$ cat src/design/cbmirq_pkg.sv
// Package with the item codes, target codes and register addresses of the bank mapper.
package cbmirq_pkg;

    typedef enum logic [2:0] {
        FN_CPU_READ  = 3'd0,
        FN_CPU_WRITE = 3'd1,
        FN_PPU_READ  = 3'd2,
        FN_PPU_WRITE = 3'd3,
        FN_TICK      = 3'd4
    } t_func;

    typedef enum logic [1:0] {
        TGT_NONE = 2'd0,
        TGT_PRG  = 2'd1,
        TGT_CHR  = 2'd2,
        TGT_NT   = 2'd3
    } t_target;

    localparam logic [15:0] ADDR_PRG0      = 16'h8000;
    localparam logic [15:0] ADDR_PRG1      = 16'hA000;
    localparam logic [15:0] ADDR_LAYOUT    = 16'h9000;
    localparam logic [15:0] ADDR_MIRROR    = 16'h9001;
    localparam logic [15:0] ADDR_IRQ_CTRL  = 16'h9003;
    localparam logic [15:0] ADDR_IRQ_ACK   = 16'h9004;
    localparam logic [15:0] ADDR_IRQ_HI    = 16'h9005;
    localparam logic [15:0] ADDR_IRQ_LO    = 16'h9006;
    localparam logic [15:0] ADDR_CHR_FIRST = 16'hB000;
    localparam logic [15:0] ADDR_CHR_LAST  = 16'hB007;

    localparam logic [5:0] PRG_BANK_FIXED_LO = 6'h3E;
    localparam logic [5:0] PRG_BANK_FIXED_HI = 6'h3F;

    typedef enum logic [1:0] {
        MIR_A10   = 2'd0,
        MIR_ONE_0 = 2'd1,
        MIR_A11   = 2'd2,
        MIR_ONE_1 = 2'd3
    } t_mirror;

endpackage

$ cat src/design/cartridge_bank_mapper_with_irq_core.sv
// Cartridge bank mapper with a down-counting interrupt timer, top level.
// Each accepted item passes through the input register and then the result register,
// where its result waits until the consumer takes it. Throughput: one item per clock
// unless the consumer stalls; the input register refills while the result is taken.
// While the consumer stalls the block holds at most two items, one in each register.
// Reset (synchronous, active low) clears all bank, mode and timer registers to zero,
// sets the character ROM present flag, and empties both pipeline registers.
module cartridge_bank_mapper_with_irq_core
    import cbmirq_pkg::*;
(
    input  logic        i_clk,
    input  logic        i_rst_n,
    // Configuration write channel.
    input  logic        i_cfg_valid,
    output logic        o_cfg_ready,
    input  logic        i_cfg_data,
    // Input item channel.
    input  logic        i_in_valid,
    output logic        o_in_ready,
    input  logic [2:0]  i_func,
    input  logic [15:0] i_address,
    input  logic [7:0]  i_data,
    // Result item channel.
    output logic        o_out_valid,
    input  logic        i_out_ready,
    output logic [1:0]  o_target,
    output logic [18:0] o_mapped_address,
    output logic        o_irq_line
);

    // Configuration register.
    logic r_has_char_rom;

    // Mapper state.
    logic [5:0]  r_prog_bank [2];
    logic [7:0]  r_char_bank [8];
    logic        r_prog_layout;
    logic [1:0]  r_mirror_mode;
    logic [15:0] r_irq_reload;
    logic [15:0] r_irq_count;
    logic        r_irq_on;
    logic        r_irq_level;

    // Input register.
    logic        r_s1_valid;
    logic [2:0]  r_s1_func;
    logic [15:0] r_s1_address;
    logic [7:0]  r_s1_data;

    // Result register.
    logic        r_out_valid;
    logic [1:0]  r_target;
    logic [18:0] r_mapped_address;
    logic        r_irq_line;

    // Next-state values computed from the item in the input register.
    logic [5:0]  n_prog_bank [2];
    logic [7:0]  n_char_bank [8];
    logic        n_prog_layout;
    logic [1:0]  n_mirror_mode;
    logic [15:0] n_irq_reload;
    logic [15:0] n_irq_count;
    logic        n_irq_on;
    logic        n_irq_level;
    logic [1:0]  n_target;
    logic [18:0] n_mapped_address;

    logic        s1_advance;
    logic [13:0] ppu_addr;
    logic [10:0] nt_addr;
    logic [5:0]  prg_window;

    // The input register hands its item to the result register whenever the result
    // register is empty or its item is being taken in this cycle. The input register in
    // turn accepts a new item whenever it is empty or is emptying.
    assign s1_advance  = r_s1_valid && (!r_out_valid || i_out_ready);
    assign o_in_ready  = !r_s1_valid || s1_advance;
    assign o_cfg_ready = 1'b1;

    assign o_out_valid      = r_out_valid;
    assign o_target         = r_target;
    assign o_mapped_address = r_mapped_address;
    assign o_irq_line       = r_irq_line;

    assign ppu_addr = r_s1_address[13:0];

    // Nametable mirroring: only bit 10 of the RAM address depends on the mode.
    always_comb begin
        case (t_mirror'(r_mirror_mode))
            MIR_A10: nt_addr = {ppu_addr[10], ppu_addr[9:0]};
            MIR_A11: nt_addr = {ppu_addr[11], ppu_addr[9:0]};
            default: nt_addr = {1'b0, ppu_addr[9:0]};
        endcase
    end

    // Program window select from CPU address bits 14..13.
    always_comb begin
        case (r_s1_address[14:13])
            2'd0:    prg_window = r_prog_layout ? PRG_BANK_FIXED_LO : r_prog_bank[0];
            2'd1:    prg_window = r_prog_bank[1];
            2'd2:    prg_window = r_prog_layout ? r_prog_bank[0] : PRG_BANK_FIXED_LO;
            default: prg_window = PRG_BANK_FIXED_HI;
        endcase
    end

    // Decode of the item held in the input register. State changes take effect only
    // when the item moves on, so every item sees the state left by the one before it.
    always_comb begin
        n_prog_bank      = r_prog_bank;
        n_char_bank      = r_char_bank;
        n_prog_layout    = r_prog_layout;
        n_mirror_mode    = r_mirror_mode;
        n_irq_reload     = r_irq_reload;
        n_irq_count      = r_irq_count;
        n_irq_on         = r_irq_on;
        n_irq_level      = r_irq_level;
        n_target         = TGT_NONE;
        n_mapped_address = '0;

        case (t_func'(r_s1_func))
            FN_CPU_READ: begin
                if (r_s1_address[15]) begin
                    n_target         = TGT_PRG;
                    n_mapped_address = {prg_window, r_s1_address[12:0]};
                end
            end
            FN_CPU_WRITE: begin
                if (r_s1_address inside {[ADDR_CHR_FIRST:ADDR_CHR_LAST]}) begin
                    n_char_bank[r_s1_address[2:0]] = r_s1_data;
                end
                case (r_s1_address)
                    ADDR_PRG0:     n_prog_bank[0] = r_s1_data[5:0];
                    ADDR_PRG1:     n_prog_bank[1] = r_s1_data[5:0];
                    ADDR_LAYOUT:   n_prog_layout  = r_s1_data[7];
                    ADDR_MIRROR:   n_mirror_mode  = r_s1_data[7:6];
                    ADDR_IRQ_CTRL: begin
                        n_irq_on    = r_s1_data[7];
                        n_irq_level = 1'b0;
                    end
                    ADDR_IRQ_ACK: begin
                        n_irq_count = r_irq_reload;
                        n_irq_level = 1'b0;
                    end
                    ADDR_IRQ_HI:   n_irq_reload = {r_s1_data, r_irq_reload[7:0]};
                    ADDR_IRQ_LO:   n_irq_reload = {r_irq_reload[15:8], r_s1_data};
                    default: ;
                endcase
            end
            FN_PPU_READ: begin
                if (ppu_addr[13]) begin
                    n_target         = TGT_NT;
                    n_mapped_address = {8'd0, nt_addr};
                end else if (r_has_char_rom) begin
                    n_target         = TGT_CHR;
                    n_mapped_address = {1'b0, r_char_bank[ppu_addr[12:10]], ppu_addr[9:0]};
                end
            end
            FN_PPU_WRITE: begin
                // Pattern writes go to ROM and are dropped.
                if (ppu_addr[13]) begin
                    n_target         = TGT_NT;
                    n_mapped_address = {8'd0, nt_addr};
                end
            end
            FN_TICK: begin
                // The line rises on the tick that brings the counter from one to zero.
                if (r_irq_on && (r_irq_count != 16'd0)) begin
                    n_irq_count = r_irq_count - 16'd1;
                    if (r_irq_count == 16'd1) begin
                        n_irq_level = 1'b1;
                    end
                end
            end
            default: ;
        endcase
    end

    // Control registers.
    always_ff @(posedge i_clk) begin
        if (!i_rst_n) begin
            r_has_char_rom <= 1'b1;
            r_prog_bank    <= '{default: '0};
            r_char_bank    <= '{default: '0};
            r_prog_layout  <= 1'b0;
            r_mirror_mode  <= '0;
            r_irq_reload   <= '0;
            r_irq_count    <= '0;
            r_irq_on       <= 1'b0;
            r_irq_level    <= 1'b0;
            r_s1_valid     <= 1'b0;
            r_out_valid    <= 1'b0;
        end else begin
            if (i_cfg_valid) begin
                r_has_char_rom <= i_cfg_data;
            end
            if (o_in_ready) begin
                r_s1_valid <= i_in_valid;
            end
            if (s1_advance) begin
                r_prog_bank   <= n_prog_bank;
                r_char_bank   <= n_char_bank;
                r_prog_layout <= n_prog_layout;
                r_mirror_mode <= n_mirror_mode;
                r_irq_reload  <= n_irq_reload;
                r_irq_count   <= n_irq_count;
                r_irq_on      <= n_irq_on;
                r_irq_level   <= n_irq_level;
                r_out_valid   <= 1'b1;
            end else if (i_out_ready) begin
                r_out_valid <= 1'b0;
            end
        end
    end

    // Payload registers.
    always_ff @(posedge i_clk) begin
        if (o_in_ready && i_in_valid) begin
            r_s1_func    <= i_func;
            r_s1_address <= i_address;
            r_s1_data    <= i_data;
        end
        if (s1_advance) begin
            r_target         <= n_target;
            r_mapped_address <= n_mapped_address;
            r_irq_line       <= n_irq_level;
        end
    end

endmodule

$ cat config.mk
export PLATFORM = sky130hd
export DESIGN_NAME = cartridge_bank_mapper_with_irq_core
export DESIGN_NICKNAME = d
export VERILOG_FILES = /design/src/design/cbmirq_pkg.sv /design/src/design/cartridge_bank_mapper_with_irq_core.sv
export SDC_FILE = /design/constraint.sdc
export NUM_CORES = 1
export LEC_CHECK = 0
export BUFFER_PORTS_ARGS = -buffer_cell sky130_fd_sc_hd__buf_4
export CAP_MARGIN = 20
export CELL_PAD_IN_SITES_DETAIL_PLACEMENT = 2
export CELL_PAD_IN_SITES_GLOBAL_PLACEMENT = 2
export CORE_ASPECT_RATIO = 1.4
export CORE_MARGIN = 2
export CORE_UTILIZATION = 43
export CTS_CLUSTER_DIAMETER = 120
export DETAILED_ROUTE_END_ITERATION = 8
export HOLD_SLACK_MARGIN = 0.05
export PLACE_DENSITY_LB_ADDON = 0.3
export SYNTH_ARGS = -nofsm -noshare
export SYNTH_HDL_FRONTEND = slang
export SYNTH_SLANG_ARGS = --single-unit
$ cat constraint.sdc
create_clock -name i_clk -period 6.1 [get_ports i_clk]
set_clock_uncertainty 0.15 [all_clocks]
set_input_delay 0.915 -clock i_clk [delete_from_list [all_inputs] [get_ports i_clk]]
set_output_delay 0.915 -clock i_clk [all_outputs]
set_load 0.01 [all_outputs]
Word level (Yosys, flattened, before mapping)

Index checks and enable logic that the tools add are counted.

Flip-flop bits (word level): 165
Input bits: 33
Word-level logic and storage cells: 109

$add $sub $neg: 1
Muxes and demuxes: 30
Eq/ne operators: 18
Bitwise logic cells: 4
$lt $le $gt $ge: 5
Reductions and logical operators: 25

Operator list:

| operator                                                                | count |
|---|---|
| 16-bit equality test (second input constant)                            | 8 |
| 64-bit bitwise mux                                                      | 1 |
| 16-bit case mux with 2 select lines                                     | 2 |
| 19-bit case mux with 3 select lines                                     | 1 |
| 18-bit two-way mux                                                      | 2 |
| 16-bit two-way mux                                                      | 2 |
| 8-bit binary-select mux with 3-bit select                               | 1 |
| 8-bit demux with 3-bit select                                           | 1 |
| 8-bit two-way mux                                                       | 3 |
| 11-bit case mux with 2 select lines                                     | 1 |
| 19-bit two-way mux                                                      | 1 |
| 6-bit case mux with 3 select lines                                      | 1 |
| 3-bit AND reduction                                                     | 6 |
| 16-bit by 1-bit equality test with 1-bit output (second input constant) | 1 |
| 16-bit greater-or-equal comparator (second input constant)              | 1 |
| 16-bit <= comparator (second input constant)                            | 1 |
| 16-bit nonzero test                                                     | 1 |
| 16-bit by 1-bit subtractor with 16-bit output (second input constant)   | 1 |
| 6-bit two-way mux                                                       | 2 |
| 4-bit AND reduction                                                     | 3 |
| 11-bit two-way mux                                                      | 1 |
| 4-bit greater-or-equal comparator (second input constant)               | 2 |
| 3-bit inverter with 4-bit output                                        | 2 |
| 3-bit by 2-bit equality test with 1-bit output (second input constant)  | 2 |
| 19 further kinds                                                        | 36 |

Depth between registers and ports, before layout

Word-level depth: 7
Mapped depth: 8

Least setup slack after synthesis

Ideal clock, no wire load.

Path kind: register -> register
Start: register r_irq_count[0]
End: register r_irq_count[14]
Cell stages (with the launch flop): 9
Setup slack: 3.563 ns
Buffers on the path: 1
Library setup time: 0.061 ns
Clock period less this slack: 2.537 ns
Data arrival time: 2.326 ns
Required time: 5.889 ns
Cell sequence: dfxtp_1 -> inv_1 -> ha_1 -> or3b_4 -> or4_1 -> buf_2 -> or4_4 -> o41ai_2 -> a32o_1

Cells in the longest elaborated chain, start to end: 4
Elaborated cells on any way between the ends: 7
Those cells by class: add/sub: 1; eq/ne: 1; mux: 2; reduce/logical: 3

Ends and longest elaborated chain:

| element                                                                               | line                                       | source |
|---|---|---|
| start: declaration                                                                    | cartridge_bank_mapper_with_irq_core.sv:40  | `logic [15:0] r_irq_count;` |
| start signal: assignment                                                              | cartridge_bank_mapper_with_irq_core.sv:205 | `r_irq_count <= n_irq_count;` |
| branches (longest 4 deep; another with 16-bit by 1-bit subtractor with 16-bit output) | --                                         |  |

Several ways; the timed one is not identified. The select of a mux whose other input is x is not followed.
A chain may end at the register's enable or synchronous reset.

Worst setup path after layout

Start: register r_s1_address[2]
End: register r_irq_count[4]

Cells in the longest elaborated chain, start to end: 3

Ends and longest elaborated chain:

| element                                            | line                                       | source |
|---|---|---|
| start: declaration                                 | cartridge_bank_mapper_with_irq_core.sv:47  | `logic [15:0] r_s1_address;` |
| start signal: assignment                           | cartridge_bank_mapper_with_irq_core.sv:219 | `r_s1_address <= i_address;` |
| 16-bit equality test                               | cartridge_bank_mapper_with_irq_core.sv:131 | `case (r_s1_address)` |
| 2-bit by 1-bit != test with 1-bit output (no line) | --                                         |  |
| 4-bit AND reduction (no line)                      | --                                         |  |

Every way passes these cells.

==> results by group <==
Outcome
  • Status: complete, no violations

CTS
  • CTS sink cnt: 165
  • CTS tree: done
  • Num CTS Buffers: 17
  • H-tree lvl count: 4
  • Post-CTS Resized: 0
  • Clock Tree Root: clkbuf_16
  • Hold buffer count at CTS: 0
  • Clock Pin Slew Worst Setup and Hold Paths: 0.07 ns
  • Post-CTS setup buffer count: 0
  • Clk Latency, worst-skew pair: 0.44 ns
  • CTS Buffer Depth: 2

Setup path
  • CP delay by family, top: simple AND/OR/NAND/NOR gates
  • Crit path depth: 5
  • RR Startpoint: r_s1_address[2]$_DFFE_PP_
  • Crit Reg-Reg Endpoint: r_irq_count[4]$_SDFFE_PN0P_
  • Arrival time worst endpoint: 3.42 ns
  • Worst path bufs/invs: 0
  • Highest-delay cell along the critical path: nor3b_1
  • Peak fanout along the critical path: 19
  • Crit Path Category: reg -> reg
  • Worst stage delay on the critical path: 0.78 ns
  • Reg2Reg Setup Slack: 2.87 ns
  • R2R depth: 5
  • Critical path cell sequence: nor3b_1, nand2_1, nor4_4, nor2_1, o32ai_1
  • Critical path endpoint category: register
  • Worst Setup Start Kind: register
  • Critical path required time: 6.29 ns

Global routing
  • Largest net degree at the start of global routing: 70
  • Initial antenna violation count: 0
  • GRT Overall Usage: 28.0%
  • Global route total overflow: 0
  • Number of global-route vias before repair: 6480
  • First-pass GRT wire length: 37500 µm

Finish
  • Diodes inserted: 0
  • Area delta synth->final: 16.3%
  • Nets: 747
  • Fraction of layout cells with a size suffix above 1: 18.2%
  • FILL cells: 1638
  • Non-filler instance count after layout: 927

Synth
  • Leading area contributor after synthesis: dfxtp_1
  • Post-synth net total: 708
  • Number of synthesized register bits: 165
  • Top cell type's share of synthesized area: 31.7%
  • Yosys warning count: 0
  • Ranking of synthesized cells by area: dfxtp_1 32%, edfxtp_1 20%, mux2i_1 14%
  • Post-Syn Instances: 672
  • Ys flop type: dfxtp_1
  • Mean Syn Cell Area: 10.9 µm²
  • Post-synthesis compound-gate area fraction: 7.81%
  • Post-Syn Area: 0.00732 mm²
  • Post-Synth Simple-Gate Area: 17.9%
  • Distinct cells, synth: 62
  • Largest family of logic cells by synthesized area: multiplexers
  • Adder-cell share of the synthesized area: 0.513%
  • Proportion of synthesized area in mux cells: 19.0%
  • Async set or reset register ratio after synthesis: 0%
  • EDFF count, synth: 49
  • Xor/xnor cell area share of the yosys netlist: 0.120%
  • Sequential fraction of the synthesis area: 51.8%

STA
  • Max Fclk: 0.309 GHz
  • Setup Viol. Count Final: 0
  • Final Hold Viols: 0
  • Slew @ Worst Pin: 1.10 ns
  • Final Critical Period: 3.23 ns
  • Setup Total Neg Slack: 0 ns
  • Unrepaired setup endpoints after global routing: false
  • Slew Limit Headroom: 26.1%
  • Tcrit/Tclk final: 53.0%
  • Slew Limit Fails: 0
  • Worst hold slack: 0.314 ns

Floorplan
  • Top Ports: 58
  • # rows: 56
  • Die area: 0.0181 mm²
  • Chip width: 114 µm
  • Die H: 158 µm
  • Core ar.: 0.0167 mm²
  • Starting Density: 43.7%

Run
  • Max cap viols: 0

Detailed routing
  • WL/cell: 26.1 µm
  • DRT Wirelength: 24200 µm
  • Post-DRT Antenna Nets: 0
  • DR vias: 5556
  • # DRC: 0
  • TritonRoute pass-1 iters: 4
  • Vias per cell: 5.99
  • Violation count after the first detailed-route iteration: 266

Pwr
  • Leak Pwr: 3.55 nW
  • Power per cell area: 288 mW/mm²
  • Maximum vdd drop: 0.000197 V

Placement
  • Placed cells: 894
  • Final HPWL DP: 15500 µm
  • IO buf count: 56
  • GPL Wtd Cong: 0.810

Worst hold path
  • Hold path depth: 2
  • Hold endpoint: r_char_bank[8]$_SDFFE_PN0P_
  • Min-delay src: r_char_bank[8]$_SDFFE_PN0P_
  • Hold Crit Class: reg -> reg
-- cells by family (layout without fill, tap and decap cells) --
family / Yosys count / after routing
other: 1 / 1
buffers and inverters: 51 / 103
AND/OR/NAND/NOR: 249 / 249
AO/OA/AOI/OAI: 83 / 83
adder cells (fa/ha/maj): 3 / 3
XOR/XNOR: 1 / 1
flip-flops: 165 / 165
multiplexers: 119 / 119
-- layout make-up --
type / count / area (µm²) / area share, %
repair buffers: 63 / 493 / 5.79
multi-input cells: 456 / 3320 / 39.0
flip-flops and latches: 165 / 3790 / 44.6
well taps: 203 / 254 / 2.99
clock buffers: 21 / 472 / 5.54
clock inverters: 11 / 145 / 1.71
inverters: 8 / 30.0 / 0.353
-- worst register-to-register path: cells and delay by family (launching register included) --
kind            cells  cell delay, ns
simple gates        4            2.04
flops               1            0.60
compound gates      1            0.36
-- layout by cell type (no fill, tap or decap), types with 4 or more instances in the layout --
cell type,synthesis,routed
a32o_1,8,8
nor2b_1,8,8
o221ai_1,5,5
mux4_2,16,16
inv_1,6,6
o22ai_1,4,4
dfxtp_1,116,116
nor3_1,12,12
nor4_1,7,7
a21oi_1,18,18
mux2i_1,103,103
edfxtp_1,49,49
o31ai_1,4,4
o32ai_1,5,5
nor2_1,68,68
nand3_1,4,4
nand2_1,82,82
buf_4,2,62
nand4_1,10,10
clkbuf_16,0,18
o21a_1,4,4
and2_1,17,17
o21ai_0,25,25
-- through the flow --
step	util [%]	power (W)	cell area (µm²)	setup slack, ns
floorplan	-	0.00125	7320	3.56
finish	50.8	0.00245	8510	2.87
global route	50.8	0.00252	8510	2.69
CTS	50.6	0.00246	8480	2.87
detailed placement	47.0	0.00132	7860	2.91
global placement	47.0	0.00131	7860	3.12
-- cells in the mapped netlist (2+ instances only) --
library cell / count
a21oi_1: 18
a2bb2oi_1: 2
a32o_1: 8
and2_1: 17
and4_1: 2
buf_1: 7
buf_2: 3
buf_4: 2
clkbuf_1: 31
dfxtp_1: 116
edfxtp_1: 49
ha_1: 3
inv_1: 6
mux2i_1: 103
mux4_2: 16
nand2_1: 82
nand2b_1: 3
nand3_1: 4
nand3_2: 2
nand4_1: 10
nand4_2: 3
nor2_1: 68
nor2b_1: 8
nor3_1: 12
nor3b_1: 3
nor4_1: 7
nor4_2: 2
nor4_4: 2
o21a_1: 4
o21ai_0: 25
o221ai_1: 5
o22a_1: 2
o22ai_1: 4
o31ai_1: 4
o32ai_1: 5
o41ai_1: 2
or2_2: 2
or3_1: 3
or3b_2: 2
or4_1: 3
-- per-layer routing --
metal | routed length (µm) | vias up | global-route usage [%]
met3 | 572 | 46 | 4.64
met4 | 682 | 0 | 11.3
met1 | 9330 | 2887 | 29.8
met5 | 0 | - | 0
met2 | 13600 | 99 | 54.1
li1 | - | 2524 | -
-- where the power goes --
part / leakage [nW] / total (W) / switching (W) / internal [W]
clock: 0.298 / 0.00116 / 0.000475 / 0.000681
sequential: 1.40 / 0.00118 / 0.0000261 / 0.00115
combinational: 1.85 / 0.000120 / 0.0000749 / 0.0000454
-- how the worst max path moves through the flow --
stage / start / endpoint / slack, ns
4_1_cts: r_s1_address[11]$_DFFE_PP_ / r_char_bank[0]$_SDFFE_PN0P_ / 2.87
5_1_grt: r_s1_address[2]$_DFFE_PP_ / r_irq_count[4]$_SDFFE_PN0P_ / 2.69
3_5_place_dp: i_out_ready / r_char_bank[3]$_SDFFE_PN0P_ / 2.91
3_3_place_gp: i_out_ready / r_irq_count[14]$_SDFFE_PN0P_ / 3.12
2_1_floorplan: r_irq_count[0]$_SDFFE_PN0P_ / r_irq_count[14]$_SDFFE_PN0P_ / 3.56
6_report: r_s1_address[2]$_DFFE_PP_ / r_irq_count[4]$_SDFFE_PN0P_ / 2.87
-- sequential cells by signal, summed over array words and instances (netlist names) --
signal / count
r_irq_level: 1
r_s1_valid: 1
r_irq_reload: 16
r_prog_bank: 12
o_irq_line: 1
o_out_valid: 1
r_irq_on: 1
r_mirror_mode: 2
r_s1_address: 16
o_target: 2
r_irq_count: 16
r_prog_layout: 1
r_s1_data: 8
r_s1_func: 3
o_mapped_address: 19
r_char_bank: 64
r_has_char_rom: 1
No activity file was read; power rests on OpenSTA's default activity.
